===== src/rtl/assert_macros.svh =====
// Assertion macros for the RTL files; the weight update unit includes them.
`ifndef ASSERT_MACROS_SVH
`define ASSERT_MACROS_SVH

`ifndef SYNTHESIS

// Implication or expression that must hold at every clock edge out of reset.
`define ASSERT_HOLDS(label, clk, rst, prop) \
  label: assert property (@(posedge clk) disable iff (rst) prop) \
    else $error("assertion failed");

// Expression that must never be true out of reset.
`define ASSERT_NEVER(label, clk, rst, expr) \
  label: assert property (@(posedge clk) disable iff (rst) !(expr)) \
    else $error("forbidden condition seen");

`else

`define ASSERT_HOLDS(label, clk, rst, prop)
`define ASSERT_NEVER(label, clk, rst, expr)

`endif

`endif


===== src/rtl/stwu_pkg.sv =====
// Types, constants and the decay table of the synapse trace weight update unit.
package stwu_pkg;

  localparam int TIME_W      = 32;
  localparam int TRACE_W     = 16;
  localparam int WEIGHT_W    = 24;
  localparam int DECAY_DEPTH = 128;
  localparam int DECAY_IDX_W = $clog2(DECAY_DEPTH);

  // Q0.32 value of exp(-1/10), from the truncated alternating Taylor sum.
  localparam logic [63:0] DECAY_BASE = 64'd3886247119;

  localparam logic [TRACE_W:0]   TRACE_ONE  = 17'd256;
  localparam logic [TRACE_W-1:0] TRACE_ONE16 = 16'd256;

  localparam logic signed [WEIGHT_W-1:0] WEIGHT_RESET = 24'sd256;
  localparam logic signed [WEIGHT_W-1:0] WEIGHT_MAX   = 24'sh7fffff;
  localparam logic signed [WEIGHT_W-1:0] WEIGHT_MIN   = 24'sh800000;

  localparam logic ACTION_PRE  = 1'b0;
  localparam logic ACTION_POST = 1'b1;

  typedef logic [DECAY_DEPTH-1:0][TRACE_W-1:0] decay_table_t;

  // Q0.16 factors exp(-k/10), built by repeated rounded products of the base.
  function automatic decay_table_t build_decay_table();
    decay_table_t tbl;
    logic [63:0]  p;
    logic [63:0]  e;
    p = 64'd1 << 32;
    for (int k = 0; k < DECAY_DEPTH; k++) begin
      if (k > 0) begin
        p = (p * DECAY_BASE + (64'd1 << 31)) >> 32;
      end
      e = (p + 64'd32768) >> 16;
      if (e > 64'd65535) begin
        e = 64'd65535;
      end
      tbl[k] = e[TRACE_W-1:0];
    end
    return tbl;
  endfunction

  localparam decay_table_t DECAY_TABLE = build_decay_table();

endpackage


===== src/rtl/synapse_trace_weight_update_unit.sv =====
// Synapse trace weight update unit: takes one spike word per cycle, returns one
// result word per spike. The unit has two register stages: the input register
// holds the decay factor looked up from the elapsed time of the spiking side,
// and the result register receives the decayed, bumped trace and the updated
// weight after one 16x16 multiply. A spike word passes the input register and then
// the result register before its result is valid, and a new spike word is taken
// every cycle while the result side keeps up. Writing weight_preset loads the
// weight directly; write it only while no spike is in flight.
module synapse_trace_weight_update_unit (
  input  logic                                  clk,
  input  logic                                  rst,
  input  logic                                  weight_preset_we,
  input  logic signed [stwu_pkg::WEIGHT_W-1:0]  weight_preset,
  input  logic                                  spike_valid,
  output logic                                  spike_stall,
  input  logic                                  action,
  input  logic        [stwu_pkg::TIME_W-1:0]    spike_time,
  output logic                                  result_valid,
  input  logic                                  result_stall,
  output logic signed [stwu_pkg::WEIGHT_W-1:0]  weight,
  output logic        [stwu_pkg::TRACE_W-1:0]   trace_value
);
  import stwu_pkg::*;

  `include "assert_macros.svh"

  // Per-side state
  logic [TRACE_W-1:0] pre_trace;
  logic [TRACE_W-1:0] post_trace;
  logic [TIME_W-1:0]  pre_last_time;
  logic [TIME_W-1:0]  post_last_time;

  // Input register
  logic               s1_valid;
  logic               s1_action;
  logic               s1_no_decay;
  logic [TRACE_W-1:0] s1_factor;

  logic advance;
  logic spike_take;
  logic result_load;

  logic [TIME_W-1:0]  last_sel;
  logic [TIME_W-1:0]  dt;
  logic               no_decay_next;
  logic               far_gap;
  logic [TRACE_W-1:0] factor_next;

  logic [TRACE_W-1:0]    trace_sel;
  logic [2*TRACE_W-1:0]  product;
  logic [2*TRACE_W:0]    rounded;
  logic [TRACE_W-1:0]    decayed;
  logic [TRACE_W:0]      bumped;
  logic [TRACE_W-1:0]    trace_next;
  logic signed [WEIGHT_W:0] w_ext;
  logic signed [WEIGHT_W:0] t_ext;
  logic signed [WEIGHT_W:0] w_sum;
  logic signed [WEIGHT_W-1:0] weight_next;

  assign advance     = !result_valid || !result_stall;
  assign spike_stall = s1_valid && !advance;
  assign spike_take  = spike_valid && !spike_stall;
  assign result_load = s1_valid && advance;

  // Elapsed time and factor lookup at the input side
  always_comb begin
    last_sel      = (action == ACTION_POST) ? post_last_time : pre_last_time;
    dt            = spike_time - last_sel;
    no_decay_next = (spike_time <= last_sel);
    far_gap       = |dt[TIME_W-1:DECAY_IDX_W];
    factor_next   = far_gap ? '0 : DECAY_TABLE[dt[DECAY_IDX_W-1:0]];
  end

  // Decay, bump and weight update
  always_comb begin
    trace_sel = (s1_action == ACTION_POST) ? post_trace : pre_trace;
    product   = trace_sel * s1_factor;
    rounded   = {1'b0, product} + 33'd32768;
    decayed   = s1_no_decay ? trace_sel : rounded[2*TRACE_W-1:TRACE_W];
    bumped    = {1'b0, decayed} + TRACE_ONE;
    trace_next = bumped[TRACE_W] ? '1 : bumped[TRACE_W-1:0];

    w_ext = {weight[WEIGHT_W-1], weight};
    t_ext = $signed({{(WEIGHT_W+1-TRACE_W){1'b0}}, trace_next});
    w_sum = (s1_action == ACTION_POST) ? (w_ext - t_ext) : (w_ext + t_ext);
    // Saturate on overflow of the 24-bit range
    if (w_sum[WEIGHT_W] != w_sum[WEIGHT_W-1]) begin
      weight_next = w_sum[WEIGHT_W] ? WEIGHT_MIN : WEIGHT_MAX;
    end else begin
      weight_next = w_sum[WEIGHT_W-1:0];
    end
  end

  always_ff @(posedge clk) begin
    if (rst) begin
      pre_trace      <= '0;
      post_trace     <= '0;
      pre_last_time  <= '0;
      post_last_time <= '0;
      weight         <= WEIGHT_RESET;
      s1_valid       <= 1'b0;
      result_valid   <= 1'b0;
    end else begin
      if (spike_take) begin
        if (action == ACTION_POST) begin
          post_last_time <= spike_time;
        end else begin
          pre_last_time <= spike_time;
        end
        s1_valid <= 1'b1;
      end else if (advance) begin
        s1_valid <= 1'b0;
      end

      if (advance) begin
        result_valid <= s1_valid;
      end

      if (weight_preset_we) begin
        weight <= weight_preset;
      end else if (result_load) begin
        weight <= weight_next;
      end

      if (result_load) begin
        if (s1_action == ACTION_POST) begin
          post_trace <= trace_next;
        end else begin
          pre_trace <= trace_next;
        end
      end
    end
  end

  // Payload registers
  always_ff @(posedge clk) begin
    if (spike_take) begin
      s1_action   <= action;
      s1_no_decay <= no_decay_next;
      s1_factor   <= factor_next;
    end
    if (result_load) begin
      trace_value <= trace_next;
    end
  end

  `ASSERT_HOLDS(a_trace_bumped, clk, rst, result_valid |-> (trace_value >= TRACE_ONE16))
  `ASSERT_HOLDS(a_load_gives_result, clk, rst, result_load |=> result_valid)
  `ASSERT_HOLDS(a_weight_moves_only_on_update, clk, rst,
                (!weight_preset_we && !result_load) |=> $stable(weight))
  `ASSERT_NEVER(a_take_while_full, clk, rst, spike_take && s1_valid && !advance)

endmodule

===== config.mk =====
export PLATFORM = sky130hd
export DESIGN_NAME = synapse_trace_weight_update_unit
export DESIGN_NICKNAME = d
export VERILOG_FILES = /design/src/rtl/stwu_pkg.sv /design/src/rtl/synapse_trace_weight_update_unit.sv
export VERILOG_INCLUDE_DIRS = /design/src /design/src/rtl
export SDC_FILE = /design/constraint.sdc
export NUM_CORES = 1
export LEC_CHECK = 0
export BUFFER_PORTS_ARGS = -buffer_cell sky130_fd_sc_hd__buf_2
export CAP_MARGIN = 15
export CORE_ASPECT_RATIO = 0.5
export CORE_MARGIN = 8
export CORE_UTILIZATION = 45
export CTS_BUF_LIST = sky130_fd_sc_hd__clkbuf_8
export DETAILED_ROUTE_END_ITERATION = 8
export PLACE_DENSITY = 0.71
export REMOVE_ABC_BUFFERS = 1
export SYNTH_ARGS = -nofsm -noshare
export SYNTH_HDL_FRONTEND = slang
export SYNTH_SLANG_ARGS = --single-unit

===== constraint.sdc =====
create_clock -name clk -period 10.5 [get_ports clk]
set_clock_uncertainty 0.1 [all_clocks]
set_input_delay 1.05 -clock clk [delete_from_list [all_inputs] [get_ports clk]]
set_output_delay 1.05 -clock clk [all_outputs]
set_load 0.005 [all_outputs]

==> results of run 1 <==
[registers in the layout, summed over array words and instances, names as in the netlist, 16 cells and up]
name and count:
s1_factor 16, weight 24, pre_last_time 32, trace_value 16, pre_trace 16, post_last_time 32
post_trace 16
[worst max-delay path, delay by kind of cell, from the launching register on]
| kind | cells | cell delay [ns] |
|---|---|---|
| adder cells (fa/ha/maj) | 10 | 4.01 |
| buffers and inverters | 9 | 1.02 |
| flip-flops | 1 | 0.47 |
| AND/OR/NAND/NOR | 10 | 1.94 |
| XOR/XNOR | 2 | 0.47 |
| multiplexers | 2 | 0.61 |
| AO/OA/AOI/OAI | 16 | 2.33 |
[metal layers]
layer / global-route usage [%] / up-vias / share of wire [%]
met5: 0 / - / 0
met4: 9.527 / 0 / 4.0
met3: 3.732 / 150 / 6.5
met2: 37.43 / 722 / 47
met1: 31.07 / 9489 / 43
li1: - / 9314 / -
[power by group]
| group | switching (mW) | internal (mW) | leakage (nW) |
|---|---|---|---|
| logic | 0.903 | 0.737 | 10.0 |
| clock network | 0.249 | 0.208 | 0.202 |
| registers | 0.0278 | 0.650 | 1.33 |
| total | 1.18 | 1.59 | 11.6 |
[worst max-delay path by stage]
stage / startpoint / end / slack [ns]
after CTS: s1_action / weight[9] / -0.37
after detailed placement: s1_action / weight[5] / -0.83
after floorplan: s1_action / weight[0] / -1.33
after global routing: s1_action / weight[19] / -1.06
final: s1_action / weight[3] / -0.56
after global placement: s1_action / weight[0] / -0.63
[cells in the final DEF, fill, tap and decap left out, types with 13 or more instances in the layout]
| master | instances |
|---|---|
| nand4_1 | 18 |
| and2_4 | 13 |
| and2_1 | 118 |
| buf_4 | 323 |
| ha_1 | 167 |
| o21ai_0 | 80 |
| a211oi_2 | 18 |
| ha_4 | 13 |
| mux2i_1 | 42 |
| a31oi_1 | 16 |
| nand2_1 | 379 |
| nor2_1 | 176 |
| dfxtp_1 | 122 |
| mux2_4 | 15 |
| nand3_1 | 29 |
| clkbuf_8 | 20 |
| nor3_1 | 47 |
| fa_1 | 184 |
| nand2b_1 | 13 |
| a211oi_1 | 42 |
| inv_1 | 279 |
| xnor2_1 | 33 |
| o21a_1 | 17 |
| o22ai_1 | 14 |
| edfxtp_1 | 34 |
| o211ai_1 | 19 |
| nor4_1 | 17 |
| buf_2 | 102 |
| a21o_1 | 38 |
| xor2_1 | 20 |
| a21oi_1 | 212 |
| o21bai_1 | 16 |
[Yosys cell counts (17+ instances only)]
library cell    n  share of area (%)
clkbuf_1      124                2.3
mux2i_1        42                2.1
ha_1          182                 11
a31oi_1        21               0.65
a21o_1         39                1.4
nor3_1         49                1.2
nand2_1       388                7.2
nand3_1        30               0.74
nor4_1         18               0.55
edfxtp_1       34                5.0
fa_1          195                 19
and2_1        131                4.0
a211oi_1       50                1.8
xor2_1         22               0.95
a21oi_1       223                5.5
o21a_1         17               0.63
mux2_2         19                1.1
dfxtp_1       122                 12
o21ai_0        91                2.2
nand4_1        18               0.55
inv_1         289                5.3
nor2_1        185                3.4
o211ai_1       19               0.70
xnor2_1        39                1.7
[layout make-up]
cell class / count / area (um2)
clock buffer: 20 / 275.3
clock inverter: 12 / 110.1
fill: 4017 / 20030
inverter: 291 / 1095
multi-input combinational: 1982 / 15950
sequential: 156 / 3463
tap: 598 / 748.2
timing repair buffer: 446 / 3259
[per-stage QoR]
stage / utilization, % / setup WS (ns)
after global routing: 55.42 / -1.064
after CTS: 54.60 / -0.3694
after detailed placement: 52.07 / -0.8254
after global placement: 52.07 / -0.6262
final: 55.42 / -0.5583
after floorplan: - / -1.328
[repair_timing]
item,CTS,global route
cloned,3,2
endpoints found under the setup margin,24,24
setup buffers,33,18
pin swaps,64,69
hold buffers,0,0
gates resized for setup,107,65
[cell families after synthesis]
| kind of cell | Yosys count | share of synthesized area [%] |
|---|---|---|
| xor+xnor | 62 | 2.734 |
| buf+inv | 430 | 8.093 |
| mux | 61 | 3.115 |
| flops | 156 | 17.01 |
| simple gates | 883 | 19.77 |
| fa+ha+maj | 377 | 30.36 |
| compound gates | 597 | 18.93 |
==> flow_summary_export.csv, run 1 <==
group,metric,value,unit
outcome,status,"complete, but fails checks",
outcome,violations,"negative setup slack",
global_route,grt_max_degree,64,
finish,postLayoutCellArea,24910,um2
route,vias,19680,
die,ios,104,
yosys,synth_flop_cell,"dfxtp_1",
placed_design,portBuffers,103,
power,p_leak,11.57,nW
worst_setup_path,cp_data_arrival_time,11.36,ns
worst_setup_path,crit_fanout,7,
route,route.detailed.drc,0,
die,die_x,316.8,um
die,rows,55,
clock_network,clk_latency,0.51,ns
route,wirelength,62.66,mm
timing,finalWorstSetupSlack,-0.5583,ns
finish,area_growth,22.31,%
yosys,synth_area,20360,um2
die,placeableCoreArea,44940,um2
worst_setup_path,r2r-end,"weight[3]",
route,dr.pass1.iters,6,
clock_network,path_clk_slew,0.09,ns
timing,finalCriticalPeriod,11.06,ns
finish,nets,3333,
placed_design,place_hpwl,48.08,mm
clock_network,clk_path_buf_depth,2,
route,drtIter0Drc,1577,
route,vias_per_cell,5.613,
worst_setup_path,worst_r2r_path_depth,49,
clock_network,cts_tree,"yes",
global_route,grt_pass1_vias,19330,
yosys,synth_edf_count,34,
placed_design,gp_congestion,0.9653,
global_route,overflow,0,
clock_network,cts_max_level,4,
yosys,synth_seq_area_share,17.01,%
timing,finalHoldViolations,0,
global_route,grt_util_all_layers,23.28,%
worst_setup_path,worst_path_max_delay_cell,"fa_1",
power,vdd.ir_drop.worst,0.1015,mV
yosys,synth_cell_types,81,
hold_path,hold_path_class,"reg2reg",
clock_network,cts.sinks,156,
timing,drv_slew,0,
worst_setup_path,cpMostUsedCell,"fa_1",
die,die_area,52730,um2
route,wl_per_cell,17.88,um
yosys,syn_avg_cell_area,7.935,um2
die,start_util,45.31,%
finish,stdcell_count,3505,
timing,hold_slack,0.3556,ns
power,p_total,2.775,mW
clock_network,root_buffer,"clkbuf_8",
timing,tightest_slew,1.114,ns
route,drtAntennaViolNets,0,
flow_run,cap_violations,0,
power,cellPowerDensity,111.4,nW/um2
timing,max_slew_margin,25.70,%
timing,max_freq,0.09043,GHz
yosys,ys_seq_elements,156,
worst_setup_path,start_kind,"flip-flop",
global_route,antenna_found_initial,0,
timing,fin_setup_tns,-12.21,ns
worst_setup_path,timing.rr.start,"s1_action",
yosys,ys_warn_count,0,
worst_setup_path,crit_required,10.80,ns
placed_design,placed_area,23400,um2
timing,post-route-period-util,105.3,%
die,die_h,166.4,um
worst_setup_path,rrSetupSlack,-0.56,ns
placed_design,dpl.cell_count,3421,
worst_setup_path,critPathCaptureType,"flip-flop",
finish,drive_above_1_share,22.46,%
worst_setup_path,cpPeakStageDelay,0.53,ns
global_route,grt_pass1_wl,101.0,mm
hold_path,whs_endpoint,"pre_last_time[18]",
timing,rsz0062_at_grt,"true",
finish,antenna_cells,0,
hold_path,holdPathStages,2,
timing,setup_viol_count_final,24,
clock_network,numCtsBuffers,17,
hold_path,hold_start,"pre_last_time[18]",
worst_setup_path,criticalPathCategory,"reg2reg",
yosys,async_reset_ff_share,0,%
yosys,syn-instance-count,2566,
No activity file was read; power rests on OpenSTA's default activity.
==> inputs of run 2 (changes only) <==
CORE_MARGIN = 5   (was 8)
REMOVE_ABC_BUFFERS = default   (was 1)
==> run 2 against run 1 <==
Effect of this change:
- the run still ends with negative setup slack left
- sequential power is essentially flat
- sequential share of layout area grew 0.15 points
- total power shrank 1.8%
- maximum frequency grew 0.16%
- wire length shrank 2.1%
- utilization shrank 0.59 points
- global-route usage grew 0.70 points
- critical path type unchanged
==> flow_summary_export.csv, run 2 (synthesized netlist as in run 1, its figures left out) <==
group,metric,value,unit
outcome,status,"complete, but fails checks",
outcome,violations,"negative setup slack",
worst_setup_path,cpPeakStageDelay,0.54,ns
power,p_leak,11.45,nW
finish,regArea,3463,um2
die,start_util,45.31,%
yosys,synth_nets,3005,
worst_setup_path,cp_data_arrival_time,11.33,ns
clock_network,cts_tree,"yes",
clock_network,cts_max_level,4,
route,vias_per_cell,5.605,
clock_network,cts.sinks,156,
clock_network,numCtsBuffers,17,
placed_design,portBuffers,103,
timing,tightest_slew,1.036,ns
timing,finalHoldViolations,0,
timing,finalWorstSetupSlack,-0.5401,ns
flow_run,cap_violations,0,
global_route,antenna_found_initial,1,
power,cellPowerDensity,110.6,nW/um2
finish,drive_above_1_share,21.01,%
power,vdd.ir_drop.worst,0.1006,mV
global_route,grt_pass1_wl,99.24,mm
finish,nets,3301,
timing,rsz0062_at_grt,"true",
worst_setup_path,crit_fanout,7,
placed_design,placed_area,23440,um2
finish,postLayoutCellArea,24640,um2
route,vias,19470,
finish,final_cell_mix,"382 x nand2_1, 290 x buf_4, 278 x inv_1",
power,p_int,1.543,mW
power,power.switching,1.183,mW
clock_network,path_clk_slew,0.11,ns
power,power_frac_comb,57.5,%
timing,setup_viol_count_final,24,
finish,nFillCells,4075,
timing,max_slew_margin,30.95,%
die,placeableCoreArea,44940,um2
global_route,grt_max_degree,73,
timing,finalCriticalPeriod,11.04,ns
clock_network,root_buffer,"clkbuf_8",
finish,final_common_cell,"nand2_1",
route,wirelength,61.35,mm
placed_design,gp_congestion,0.9347,
worst_setup_path,critPathTopFamily,"adder cells",
route,wl_per_cell,17.66,um
clock_network,clk_latency,0.51,ns
die,die_h,160.4,um
global_route,overflow,0,
route,drtAntennaViolNets,0,
timing,post-route-period-util,105.1,%
die,die_x,310.8,um
die,die_area,49860,um2
worst_setup_path,worst_path_max_delay_cell,"fa_1",
global_route,grt_util_all_layers,23.99,%
worst_setup_path,criticalPathCategory,"reg2reg",
global_route,grt_pass1_vias,19340,
route,route.detailed.drc,0,
finish,area_growth,21.01,%
route,dr.pass1.iters,6,
power,clkPwrFrac,17.7,%
clock_network,clk_path_buf_depth,2,
placed_design,place_hpwl,47.04,mm
worst_setup_path,cpMostUsedCell,"fa_1",
hold_path,hold_path_class,"reg2reg",
power,seqPwrFrac,24.8,%
finish,utilization,54.84,%
worst_setup_path,start_kind,"flip-flop",
die,rows,55,
finish,reg_top3,"post_last_time (32), pre_last_time (32), weight (24)",
worst_setup_path,critPathCaptureType,"flip-flop",
timing,drv_slew,0,
power,p_sw_share,43.39,%
worst_setup_path,path_buf_inv,9,
timing,max_freq,0.09058,GHz
clock_network,ctsHoldBuffers,0,
route,drtIter0Drc,1662,
finish,multiInputGateArea,15860,um2
worst_setup_path,crit_required,10.79,ns
die,ios,104,
[run 2: changes by cell type in the layout (fill, tap and decap cells not counted), sizes merged]
| cell | change |
|---|---|
| buf | -32 |
| inv | +6 |
| clkinv | -4 |
| clkbuf | -2 |
| clkinvlp | +1 |
| diode | +1 |
| mux2 | -1 |
[run 2: repair_timing]
item	CTS	global route
setup buffers	19	16
endpoints found under the setup margin	24	24
cloned	3	3
gates resized for setup	60	61
pin swaps	50	33
[run 2: worst register-to-register path, delay by kind of cell (launching register included)]
family | cells | cell delay [ns]
buffers and inverters | 9 | 0.93
adders and majority gates | 10 | 3.78
muxes | 2 | 0.63
DFF | 1 | 0.40
and+or+nand+nor | 10 | 1.88
xor gates and xnor gates | 3 | 0.56
AOI/OAI and AO/OA | 15 | 2.62
[run 2: path summary, 6_finish.rpt]
| check | start | cells after the start | slack, ns | endpoint |
|---|---|---|---|---|
| worst min register to register | pre_trace[14] | 2 | 0.36 | pre_trace[14] |
| worst min-delay path | pre_trace[14] | 2 | 0.36 | pre_trace[14] |
| worst max-delay path | s1_action | 49 | -0.54 | weight[14] |
| worst max register to register | s1_action | 49 | -0.54 | weight[14] |
[run 2: area by class of cell]
cell class / instances / area share [%]
multi-input cells: 1981 / 64.37
repair buffers: 415 / 12.43
clock inverters: 15 / 0.7109
well taps: 598 / 3.036
clock buffers: 17 / 0.9495
diodes: 1 / 0.01016
flip-flops and latches: 156 / 14.06
inverters: 291 / 4.443
[run 2: through the flow]
| stage | setup TNS [ns] | hold WS [ns] | worst slack [ns] | total power [mW] | cells |
|---|---|---|---|---|---|
| after floorplan | -7.944 | 0.3329 | -0.4664 | 1.601 | 2566 |
| after global placement | -10.77 | 0.3408 | -0.4965 | 2.084 | 3405 |
| after detailed placement | -14.88 | 0.3454 | -0.6762 | 2.096 | 3405 |
| after CTS | -10.23 | 0.3592 | -0.4731 | 2.657 | 3458 |
| after global routing | -20.91 | 0.3778 | -0.9197 | 2.901 | 3474 |
| final | -11.78 | 0.3555 | -0.5401 | 2.726 | 3474 |
[run 2: per-layer routing]
layer / routed length [um] / track usage [%] / up-vias
li1: - / - / 9266
met1: 27190 / 31.89 / 9414
met2: 29030 / 41.18 / 682
met3: 3775 / 3.649 / 109
met4: 1350 / 6.453 / 0
met5: 0 / 0 / -
[run 2: power groups by stage]
| stage | clock network [mW] | logic (mW) | registers [mW] |
|---|---|---|---|
| global placement | 0 | 1.40 | 0.688 |
| floorplan | 0 | 0.919 | 0.681 |
| detailed placement | 0 | 1.41 | 0.688 |
| CTS | 0.494 | 1.49 | 0.675 |
| global route | 0.515 | 1.71 | 0.678 |
| finish | 0.484 | 1.57 | 0.675 |
==> inputs of run 3 (changes only) <==
ABC_AREA = 1   (was default)
==> run 3 against run 2 <==
Effect of this change:
- sequential share of layout area grew 1.3 points
- the run now ends clean
- non-clock buffer count shrank 212
- largest power group unchanged
- via count shrank 1.7%
- worst hold slack gained 0.0019 ns
- global-route usage grew 0.81 points
- critical path type unchanged
==> flow_summary_export.csv, run 3 <==
group,metric,value,unit
outcome,status,"complete, no violations",
finish,nets,3369,
hold_path,hold_start,"post_last_time[25]",
global_route,antenna_found_initial,5,
global_route,grt_pass1_wl,98.75,mm
die,ios,104,
yosys,synth_top_area_cell,"fa_1",
route,dr.pass1.iters,6,
yosys,yosysTopAreaCellShare,19.49,%
clock_network,cts_max_level,4,
timing,drv_slew,0,
die,die_h,159.2,um
die,placeableCoreArea,43780,um2
finish,reg_top3,"post_last_time (32), pre_last_time (32), weight (24)",
timing,setup_viol_count_final,0,
die,die_area,49080,um2
power,cellPowerDensity,207.9,nW/um2
yosys,synth_seq_area_share,17.29,%
worst_setup_path,cp_data_arrival_time,10.42,ns
timing,fin_setup_tns,0,ns
yosys,syn_avg_cell_area,7.150,um2
clock_network,root_buffer,"clkbuf_8",
route,wirelength,63.20,mm
yosys,synth_area_leaders,"fa_1 19%, dfxtp_1 12%, ha_1 11%, nand2_1 10%, inv_1 9.5%",
placed_design,gp_congestion,0.9900,
clock_network,cts_tree,"yes",
timing,finalCriticalPeriod,10.16,ns
worst_setup_path,cpPeakStageDelay,0.57,ns
worst_setup_path,worst_path_max_delay_cell,"fa_2",
clock_network,clk_path_buf_depth,2,
die,rows,54,
clock_network,cts.sinks,156,
worst_setup_path,timing.rr.start,"s1_action",
yosys,yosysMostFrequentCell,"nand2_1",
route,drtIter0Drc,1740,
timing,max_freq,0.09843,GHz
yosys,ys_warn_count,0,
timing,finalWorstSetupSlack,0.3405,ns
global_route,grt_max_degree,69,
hold_path,hold_path_class,"reg2reg",
yosys,synth_cell_types,63,
timing,max_slew_margin,25.03,%
yosys,ys_seq_elements,156,
route,vias_per_cell,5.415,
worst_setup_path,crit_fanout,9,
yosys,synthTopCellsByCount,"558 x nand2_1, 506 x inv_1, 289 x nor2_1, 223 x a21oi_1, 195 x fa_1",
route,vias,19150,
yosys,synth_edf_count,34,
timing,tightest_slew,1.123,ns
global_route,overflow,0,
placed_design,place_hpwl,49.80,mm
timing,post-route-period-util,96.76,%
clock_network,clk_latency,0.48,ns
route,drtAntennaViolNets,0,
yosys,async_reset_ff_share,0,%
yosys,synth_flop_cell,"dfxtp_1",
yosys,syn-instance-count,2801,
placed_design,dp_slack,0.04530,ns
finish,final_common_cell,"nand2_1",
worst_setup_path,crit_required,10.76,ns
power,p_leak,11.16,nW
worst_setup_path,start_kind,"flip-flop",
worst_setup_path,criticalPathCategory,"reg2reg",
die,start_util,45.74,%
power,vdd.ir_drop.worst,0.1785,mV
finish,utilization,51.61,%
route,route.detailed.drc,0,
finish,final_cell_mix,"538 x nand2_1, 501 x inv_1, 274 x nor2_1",
worst_setup_path,critPathCaptureType,"flip-flop",
global_route,grt_pass1_vias,18500,
clock_network,numCtsBuffers,17,
placed_design,portBuffers,103,
flow_run,cap_violations,0,
timing,finalHoldViolations,0,
timing,hold_slack,0.3574,ns
worst_setup_path,critPathLaunch,"s1_action",
finish,area_growth,12.84,%
yosys,synth_nets,3240,
global_route,grt_util_all_layers,24.80,%
clock_network,path_clk_slew,0.11,ns
worst_setup_path,cpMostUsedCell,"nand2_1",
route,wl_per_cell,17.87,um
finish,drive_above_1_share,13.69,%
yosys,synth_area,20030,um2
die,die_x,308.3,um
## run 3: cell count changes after synthesis, sizes merged, moves of 29 or more
cell	delta
and2	-130
nand2	+192
nand3	+69
nor2	+111
clkbuf	-50
o21ai	+105
a21o	-29
a211oi	-57
inv	+223
mux2i	-42
## run 3: cell type report
class | instances | area [um2]
timing repair buffer | 203 | 1356
sequential | 156 | 3463
antenna | 5 | 12.51
clock inverter | 15 | 147.6
fill | 4324 | 21180
multi-input combinational | 2022 | 14640
clock buffer | 17 | 234.0
tap | 588 | 735.7
inverter | 530 | 2011
## run 3: what timing repair did
item                       4_1_cts  5_1_grt
pin swaps                        0       42
resized for setup                1      135
setup buffers                    0       28
setup endpoints to repair        3       24
hold buffers                     0        0
gates cloned                     0        3
## run 3: power by group
group	total (mW)	internal (mW)	leakage, nW	switching, mW
Clock	0.457	0.177	0.190	0.281
Sequential	0.739	0.693	1.34	0.0459
Combinational	3.50	1.29	9.63	2.21
## run 3: critical path, delay by kind of cell (launching register included)
kind	cells	cell delay [ns]
flops	1	0.51
simple gates	23	2.52
compound gates	11	1.83
xor+xnor	2	0.35
buf+inv	8	0.95
fa+ha+maj	9	3.73
## run 3: final timing paths
path                                      endpoint  cells after the start  slack (ns)
worst max register to register          weight[16]                     53        0.34
worst max-delay path                    weight[16]                     53        0.34
worst min-delay path            post_last_time[25]                      2        0.36
worst min register to register  post_last_time[25]                      2        0.36
## run 3: metal layers
metal,GRT usage [%],part of all wire [%],vias to the layer above
met3,5.649,8.4,156
met1,32.93,42,9056
met5,0,0,-
met4,9.540,4.2,0
li1,-,-,9152
met2,39.58,45,782
## run 3: logic make-up (layout without fill, tap and decap cells)
logic type / count (synthesis) / in the layout / synth area share (%)
xor gates and xnor gates: 70 / 70 / 3.061
DFF: 156 / 156 / 17.29
adders and majority gates: 377 / 377 / 30.86
buffers and inverters: 623 / 765 / 11.86
other: 0 / 5 / 0
AOI/OAI and AO/OA: 541 / 541 / 15.32
and+or+nand+nor: 1034 / 1034 / 21.60
## run 3: per-stage QoR
step | total power, mW | area, um2 | instances
final | 4.699 | 22600 | 3536
after CTS | 4.237 | 21800 | 3500
after global placement | 3.743 | 21410 | 3468
after global routing | 5.108 | 22600 | 3536
after floorplan | 2.907 | 20030 | 2801
after detailed placement | 3.759 | 21410 | 3468
